==> src/rtl/core/sidc_pkg.sv <==
// Package for the SIMT instruction decoder: pattern table, format and
// operation codes, and the decode result type shared by the core modules.
// No dependencies.
`timescale 1ns / 1ps

package sidc_pkg;

   localparam int NUM_ENTRIES = 21;
   localparam int OP_WIDTH    = 5;
   localparam int FMT_WIDTH   = 4;
   localparam int REG_WIDTH   = 5;
   localparam int WORD_WIDTH  = 32;

   localparam logic [FMT_WIDTH-1:0] FMT_R   = 4'd0;
   localparam logic [FMT_WIDTH-1:0] FMT_I   = 4'd1;
   localparam logic [FMT_WIDTH-1:0] FMT_U   = 4'd2;
   localparam logic [FMT_WIDTH-1:0] FMT_S   = 4'd3;
   localparam logic [FMT_WIDTH-1:0] FMT_J   = 4'd4;
   localparam logic [FMT_WIDTH-1:0] FMT_B   = 4'd5;
   localparam logic [FMT_WIDTH-1:0] FMT_CSR = 4'd6;
   localparam logic [FMT_WIDTH-1:0] FMT_FR  = 4'd7;
   localparam logic [FMT_WIDTH-1:0] FMT_FI  = 4'd8;
   localparam logic [FMT_WIDTH-1:0] FMT_FS  = 4'd9;
   localparam logic [FMT_WIDTH-1:0] FMT_F4  = 4'd10;

   localparam logic [OP_WIDTH-1:0] OP_EBREAK = 5'd7;

   localparam logic [WORD_WIDTH-1:0] PAT_MASK [NUM_ENTRIES] = '{
      32'hFE00707F, 32'h0000707F, 32'hFE00707F, 32'h0000707F, 32'h0000007F,
      32'h0000707F, 32'h0000707F, 32'hFFFFFFFF, 32'hFE00007F, 32'hFE00007F,
      32'hFFF0007F, 32'hFFF0007F, 32'hFFF0007F, 32'hFFF0007F, 32'hFFF0007F,
      32'hFFF0007F, 32'hFFF0007F, 32'hFFF0007F, 32'hFFF0007F, 32'hFFF0007F,
      32'hFFF0707F
   };

   localparam logic [WORD_WIDTH-1:0] PAT_MATCH [NUM_ENTRIES] = '{
      32'h00000033, 32'h00000013, 32'h00001013, 32'h00007013, 32'h00000037,
      32'h00002023, 32'h00002073, 32'h00100073, 32'h00000053, 32'h10000053,
      32'hD0000053, 32'hC0000053, 32'h44000053, 32'h44100053, 32'h48000053,
      32'h48100053, 32'h48200053, 32'h48300053, 32'h4C000053, 32'h4C100053,
      32'hF0000053
   };

   localparam logic [FMT_WIDTH-1:0] PAT_FMT [NUM_ENTRIES] = '{
      FMT_R,  FMT_I,  FMT_I,  FMT_I,  FMT_U,
      FMT_S,  FMT_CSR, FMT_I, FMT_FR, FMT_FR,
      FMT_FI, FMT_FI, FMT_FR, FMT_FR, FMT_FR,
      FMT_FR, FMT_FR, FMT_FR, FMT_FR, FMT_FR,
      FMT_FI
   };

   typedef struct packed {
      logic                 supported;
      logic [OP_WIDTH-1:0]  operation;
      logic [FMT_WIDTH-1:0] format_type;
   } dec_result_type;

endpackage

==> src/rtl/core/sidc_match.sv <==
// Pattern matcher: compares the word against every table entry in parallel
// and picks the lowest-numbered hit. Depends on sidc_pkg.
`timescale 1ns / 1ps

module sidc_match
   import sidc_pkg::*;
(
   input  logic [WORD_WIDTH-1:0] word,
   output dec_result_type        result
);

   logic [NUM_ENTRIES-1:0] hit;

   always_comb begin
      for (int i = 0; i < NUM_ENTRIES; i++) begin
         hit[i] = (word & PAT_MASK[i]) == PAT_MATCH[i];
      end
   end

   // priority: walk down so the lowest index is written last
   always_comb begin
      result = '0;
      for (int i = NUM_ENTRIES - 1; i >= 0; i--) begin
         if (hit[i]) begin
            result.supported   = 1'b1;
            result.operation   = OP_WIDTH'(i);
            result.format_type = PAT_FMT[i];
         end
      end
   end

endmodule

==> src/rtl/core/sidc_imm.sv <==
// Immediate builder: forms the immediate from the word by format type.
// Depends on sidc_pkg.
`timescale 1ns / 1ps

module sidc_imm
   import sidc_pkg::*;
(
   input  logic [WORD_WIDTH-1:0] word,
   input  logic [FMT_WIDTH-1:0]  format_type,
   output logic [WORD_WIDTH-1:0] imm
);

   always_comb begin
      case (format_type)
         FMT_I, FMT_FI: begin
            imm = {{20{word[31]}}, word[31:20]};
         end
         FMT_S, FMT_FS: begin
            imm = {{20{word[31]}}, word[31:25], word[11:7]};
         end
         FMT_U: begin
            imm = {word[31:12], 12'b0};
         end
         FMT_B: begin
            imm = {{19{word[31]}}, word[31], word[7], word[30:25], word[11:8], 1'b0};
         end
         FMT_J: begin
            imm = {{11{word[31]}}, word[31], word[19:12], word[20], word[30:21], 1'b0};
         end
         FMT_CSR: begin
            imm = {20'b0, word[31:20]};
         end
         default: begin
            imm = '0;
         end
      endcase
   end

endmodule

==> src/rtl/core/simt_instruction_decoder_core.sv <==
// Top level of the SIMT instruction decoder: input register, decode logic,
// result register. Depends on sidc_pkg, sidc_match and sidc_imm.
`timescale 1ns / 1ps

// Decodes one 32-bit instruction word per transaction against a fixed table
// of 21 mask/match patterns (RV32I subset, RV32F add/multiply/conversions and
// custom low-precision float conversions); the lowest-numbered match wins.
// One transaction is accepted every cycle while req_stall is low. The word sits
// in the input register while the parallel pattern compare and immediate mux
// run, then the result register loads and rsp_valid rises with it.
// An unmatched word returns supported low and every other field zero.
// req_stall rises only when both registers are full and rsp_stall is high.

module simt_instruction_decoder_core
   import sidc_pkg::*;
(
   input  logic                        clock,
   input  logic                        reset,
   input  logic                        req_valid,
   output logic                        req_stall,
   input  logic [WORD_WIDTH-1:0]       req_instruction,
   output logic                        rsp_valid,
   input  logic                        rsp_stall,
   output logic                        rsp_supported,
   output logic [OP_WIDTH-1:0]         rsp_operation,
   output logic [FMT_WIDTH-1:0]        rsp_format_type,
   output logic [REG_WIDTH-1:0]        rsp_dest_reg,
   output logic [REG_WIDTH-1:0]        rsp_src_reg_one,
   output logic [REG_WIDTH-1:0]        rsp_src_reg_two,
   output logic [REG_WIDTH-1:0]        rsp_src_reg_three,
   output logic signed [WORD_WIDTH-1:0] rsp_immediate,
   output logic                        rsp_halt
);

   logic                  in_valid_ff, in_valid_in;
   logic [WORD_WIDTH-1:0] in_word_ff;
   logic                  out_valid_ff, out_valid_in;
   dec_result_type        out_dec_ff;
   logic [WORD_WIDTH-1:0] out_word_ff;
   logic [WORD_WIDTH-1:0] out_imm_ff;
   logic                  out_halt_ff;

   dec_result_type        dec;
   logic [WORD_WIDTH-1:0] imm;
   logic                  out_load;
   logic                  in_load;

   sidc_match u_match (
      .word   (in_word_ff),
      .result (dec)
   );

   sidc_imm u_imm (
      .word        (in_word_ff),
      .format_type (dec.format_type),
      .imm         (imm)
   );

   assign out_load  = !out_valid_ff || !rsp_stall;
   assign in_load   = !in_valid_ff || out_load;
   assign req_stall = !in_load;

   assign in_valid_in  = in_load ? req_valid : in_valid_ff;
   assign out_valid_in = out_load ? in_valid_ff : out_valid_ff;

   always_ff @(posedge clock) begin
      if (reset) begin
         in_valid_ff  <= 1'b0;
         out_valid_ff <= 1'b0;
      end else begin
         in_valid_ff  <= in_valid_in;
         out_valid_ff <= out_valid_in;
      end
   end

   always_ff @(posedge clock) begin
      if (in_load && req_valid) begin
         in_word_ff <= req_instruction;
      end
      if (out_load && in_valid_ff) begin
         out_dec_ff  <= dec;
         out_word_ff <= dec.supported ? in_word_ff : '0;
         out_imm_ff  <= dec.supported ? imm : '0;
         out_halt_ff <= dec.supported && (dec.operation == OP_EBREAK);
      end
   end

   assign rsp_valid         = out_valid_ff;
   assign rsp_supported     = out_dec_ff.supported;
   assign rsp_operation     = out_dec_ff.operation;
   assign rsp_format_type   = out_dec_ff.format_type;
   assign rsp_dest_reg      = out_word_ff[11:7];
   assign rsp_src_reg_one   = out_word_ff[19:15];
   assign rsp_src_reg_two   = out_word_ff[24:20];
   assign rsp_src_reg_three = out_word_ff[31:27];
   assign rsp_immediate     = out_imm_ff;
   assign rsp_halt          = out_halt_ff;

   a_halt_is_ebreak: assert property (@(posedge clock) disable iff (reset)
      rsp_valid && rsp_halt |-> rsp_supported && rsp_operation == OP_EBREAK)
      else $error("halt without ebreak");

   a_unmatched_zero: assert property (@(posedge clock) disable iff (reset)
      rsp_valid && !rsp_supported |->
         rsp_operation == '0 && rsp_format_type == '0 && rsp_immediate == '0
         && rsp_dest_reg == '0 && !rsp_halt)
      else $error("unmatched result not zeroed");

   a_reg_fmt_no_imm: assert property (@(posedge clock) disable iff (reset)
      rsp_valid && (rsp_format_type == FMT_R || rsp_format_type == FMT_FR)
         |-> rsp_immediate == '0)
      else $error("register format with immediate");

   a_stage_advance: assert property (@(posedge clock) disable iff (reset)
      in_valid_ff && !(out_valid_ff && rsp_stall) |=> out_valid_ff)
      else $error("decoded transaction lost between stages");

endmodule
==> config.mk <==
export PLATFORM = sky130hd
export DESIGN_NAME = simt_instruction_decoder_core
export DESIGN_NICKNAME = d
export VERILOG_FILES = /design/src/rtl/core/sidc_pkg.sv /design/src/rtl/core/sidc_match.sv /design/src/rtl/core/sidc_imm.sv /design/src/rtl/core/simt_instruction_decoder_core.sv
export SDC_FILE = /design/constraint.sdc
export NUM_CORES = 1
export LEC_CHECK = 0
export CAP_MARGIN = 5
export CELL_PAD_IN_SITES_DETAIL_PLACEMENT = 1
export CELL_PAD_IN_SITES_GLOBAL_PLACEMENT = 1
export CORE_AREA = 2 2 104 106
export CTS_BUF_LIST = sky130_fd_sc_hd__clkbuf_8
export CTS_CLUSTER_SIZE = 16
export DETAILED_ROUTE_END_ITERATION = 12
export DIE_AREA = 0 0 106 108
export DONT_BUFFER_PORTS = 1
export GPL_TIMING_DRIVEN = 0
export HOLD_SLACK_MARGIN = 0.06
export PLACE_DENSITY_LB_ADDON = 0.1
export SYNTH_ARGS = -nofsm -noshare
export SYNTH_HDL_FRONTEND = slang
export SYNTH_SLANG_ARGS = --single-unit
==> constraint.sdc <==
create_clock -name clock -period 19.4 [get_ports clock]
set_clock_uncertainty 0.15 [all_clocks]
set_input_delay 2.91 -clock clock [delete_from_list [all_inputs] [get_ports clock]]
set_output_delay 2.91 -clock clock [all_outputs]
set_load 0.1 [all_outputs]
==> results.md <==
- Outcome: completed
- Number of synthesized flops with an enable pin: 95
- Worst-margin pin slew: 1.10 ns
- IO Pins: 101
- H-tree levels: 3
- CTS Buf Count: 9
- CP Class: primary input to output pin
- Final GP Congestion: 0.772
- Area leader, netlist: edfxtp_1
- Mapped Nets: 294
- # setup viols final: 0
- Net Sw Frac: 30.2%
- Setup_tns: 0 ns
- Vias: 2221
- Tcrit/Tclk final: 35.3%
- Total gr overflow: 0
- Sequential share of the synthesized area: 71.9%
- Largest net degree at the start of global routing: 33
- Synthesized cell area: 4030 sq um
- RSZ-0062 raised after global routing: no
- Reg-to-Reg End: in_word_ff[10]$_DFFE_PP_
- Clock Path Buffers: 2
- Sink Count: 97
- Hold_ws: 0.354 ns
- Cells after synthesis: 258
- #FFs+latches synth: 97
- Leak: 1.54 nW
- Root buffer cell: clkbuf_8
- Worst-path cell chain: and3_1
- Worst path top cell family by delay: simple AND/OR/NAND/NOR gates
- Nets: 307
- Die Y: 108 um
- Logic pwr share: 3.3%
- Worst rel slew slack: 26.4%
- First-pass GRT wire length: 13.8 mm
- Post-CTS setup buffer count: 0
- IO Port Bufs: 0
- Num rows: 37
- Worst setup path endpoint: req_stall
- Place WS: 12.55 ns
- PwrDens: 97.8 nW/um^2
- Drc violations: 0
- Final min period: 6.85 ns
- Net Sw Power: 0.000131 W
- Crit path DAT: 3.79 ns
- Crit path launch: rsp_stall
- Critical Path Fanout Max: 3
- CTS resizes: 0
- Distinct cells, synth: 51
- Clock Power Share: 27.9%
- Critical Path RT: 16.34 ns
- Share of layout cells above drive strength 1: 16.3%
- Max Slew Vio Count: 0
- CP max stage cell: and3_1
- Vias in the first global route: 2349
- CP Launch Type: primary input
- Die span in x: 106 um
- Asr flop ratio synth: 0%
- CTS clock-pin slew for the worst setup and hold paths: 0.08 ns
- Worst Hold Class: flop to flop
- Ys Warns: 0
- Via/cell ratio: 5.39
- Placed Area: 4250 sq um
- Area grow syn2layout: 10.3%
- WL/cell: 21.6 um
- Max Cap Viol: 0
- Ant. Diodes: 0
- Syn Area/Cell: 15.6 sq um
- Max Freq: 146 MHz
- Die footprint: 11400 sq um
- VDD IR max: 0.0478 mV
- P_int: 0.000303 W
- Levels on crit path: 1
- Starting density of the core: 39.3%
- Synth top area share: 70.9%
- Largest stage delay, worst path: 0.88 ns
- R2R Setup Slk: 16.41 ns
- Drt pass-1 iters: 4
- Dpl hpwl: 6.45 mm
- Core ar.: 10200 sq um
- Antenna Nets Post-Route: 0
- Min setup slack post-route: 12.55 ns
- Final Hold Fails: 0
- Final wirelength: 8.89 mm
- Post-synth top flop: edfxtp_1
- GRT Total Usage: 16.4%
- Worst reg2reg path depth: 2
- Area contributors post-synth: edfxtp_1 (71%), a21boi_2 (2.8%), a21o_1 (2.8%)
- Clk Latency, worst-skew pair: 0.36 ns
- Final instance area: 4440 sq um
- Initial antenna violation count: 0
- Reg2Reg Launch Point: rsp_valid$_SDFFE_PP0P_
- DR iter-0 viols: 73
- Sequential Power Share: 68.8%
- Crit. End Element: output pin
- CTS hold repair buffers: 0
- WP buf/inv: 0
- CTS tree: built
## worst min path at each step
stage	slack [ns]	start	cells after the start	end
after floorplan	0.29	in_valid_ff$_SDFFE_PP0N_	2	rsp_valid$_SDFFE_PP0P_
after global placement	0.31	in_valid_ff$_SDFFE_PP0N_	2	rsp_valid$_SDFFE_PP0P_
after detailed placement	0.33	in_valid_ff$_SDFFE_PP0N_	2	rsp_valid$_SDFFE_PP0P_
after CTS	0.36	in_valid_ff$_SDFFE_PP0N_	2	rsp_valid$_SDFFE_PP0P_
after global routing	0.40	in_valid_ff$_SDFFE_PP0N_	2	rsp_valid$_SDFFE_PP0P_
final	0.35	in_valid_ff$_SDFFE_PP0N_	2	rsp_valid$_SDFFE_PP0P_
## state kept, by name, summed over array words and instances, names as in the netlist
register and cells:
rsp_operation 5, rsp_supported 1, rsp_halt 1, rsp_immediate 32, out_word_ff 20, rsp_valid 1
in_word_ff 32, rsp_format_type 4, in_valid_ff 1
## through the flow
| step | total power [W] | utilization, % | instances |
|---|---|---|---|
| final | 0.000434 | 43.4 | 412 |
| after global routing | 0.000448 | 43.4 | 412 |
| after CTS | 0.000440 | 43.4 | 412 |
| after detailed placement | 0.000318 | 41.6 | 396 |
| after global placement | 0.000318 | 41.0 | 394 |
| after floorplan | 0.000311 | - | 258 |
## cell type report
type | instances | area (sq um)
plain buffers | 12 | 70.1
well taps | 136 | 170
flip-flops and latches | 97 | 2890
clock inverters | 4 | 18.8
clock buffers | 12 | 165
repair buffers | 2 | 40.0
inverters | 7 | 26.3
multi-input cells | 142 | 1050
fillers | 1039 | 5790
## cells in the final DEF (no fill, tap or decap), types with 2 or more instances in the layout
cell type / netlist / layout
edfxtp_1: 95 / 95
a21o_1: 15 / 15
clkbuf_8: 0 / 12
nand2_1: 11 / 11
nor2_1: 10 / 10
a21oi_1: 10 / 10
a21boi_2: 10 / 10
inv_1: 7 / 8
clkbuf_1: 6 / 6
a21boi_1: 6 / 6
nor4_1: 5 / 5
nand3_1: 5 / 5
o22ai_1: 5 / 5
a22oi_1: 5 / 5
o32ai_1: 5 / 5
nand2b_1: 4 / 4
o21ai_0: 4 / 4
a21boi_0: 5 / 4
nor3_1: 3 / 3
a211oi_1: 3 / 3
and4b_1: 3 / 3
clkinv_2: 0 / 3
and3_1: 2 / 2
nor4bb_1: 2 / 2
buf_6: 2 / 2
or3_1: 2 / 2
and2_1: 2 / 2
nor4_2: 2 / 2
nand4b_1: 2 / 2
buf_2: 2 / 2
buf_4: 2 / 2
dfxtp_1: 2 / 2
buf_12: 0 / 2
## per-layer routing
layer	wire, um	track usage, %
met5	0	0
met2	4290	26.6
met3	410	3.98
met4	163	7.61
met1	4020	21.0
## cell families (layout without fill, tap and decap cells)
logic type	count (synthesis)	after routing	share of synthesized area, %
DFF	97	97	71.9
AOI/OAI and AO/OA	76	76	15.0
and+or+nand+nor	63	63	9.98
buffers and inverters	19	37	2.39
xor gates and xnor gates	2	2	0.435
muxes	1	1	0.280
## power by group through the flow
stage | sequential [W] | clock (W) | combinational [W]
after floorplan | 0.000302 | 0 | 0.00000997
after global placement | 0.000305 | 0 | 0.0000129
after detailed placement | 0.000304 | 0 | 0.0000146
after CTS | 0.000299 | 0.000126 | 0.0000146
after global routing | 0.000300 | 0.000132 | 0.0000160
final | 0.000299 | 0.000121 | 0.0000143
## cell usage after synthesis (4+ instances only)
cell type and number:
nor4_1 5, nand2b_1 4, a21boi_0 5, nor2_1 10, a21o_1 15, o21ai_0 4
a21boi_1 6, edfxtp_1 95, a21boi_2 10, inv_1 7, a21oi_1 10, nand2_1 11
o32ai_1 5, a22oi_1 5, o22ai_1 5, nand3_1 5, clkbuf_1 6
No activity file was read; power rests on OpenSTA's default activity.
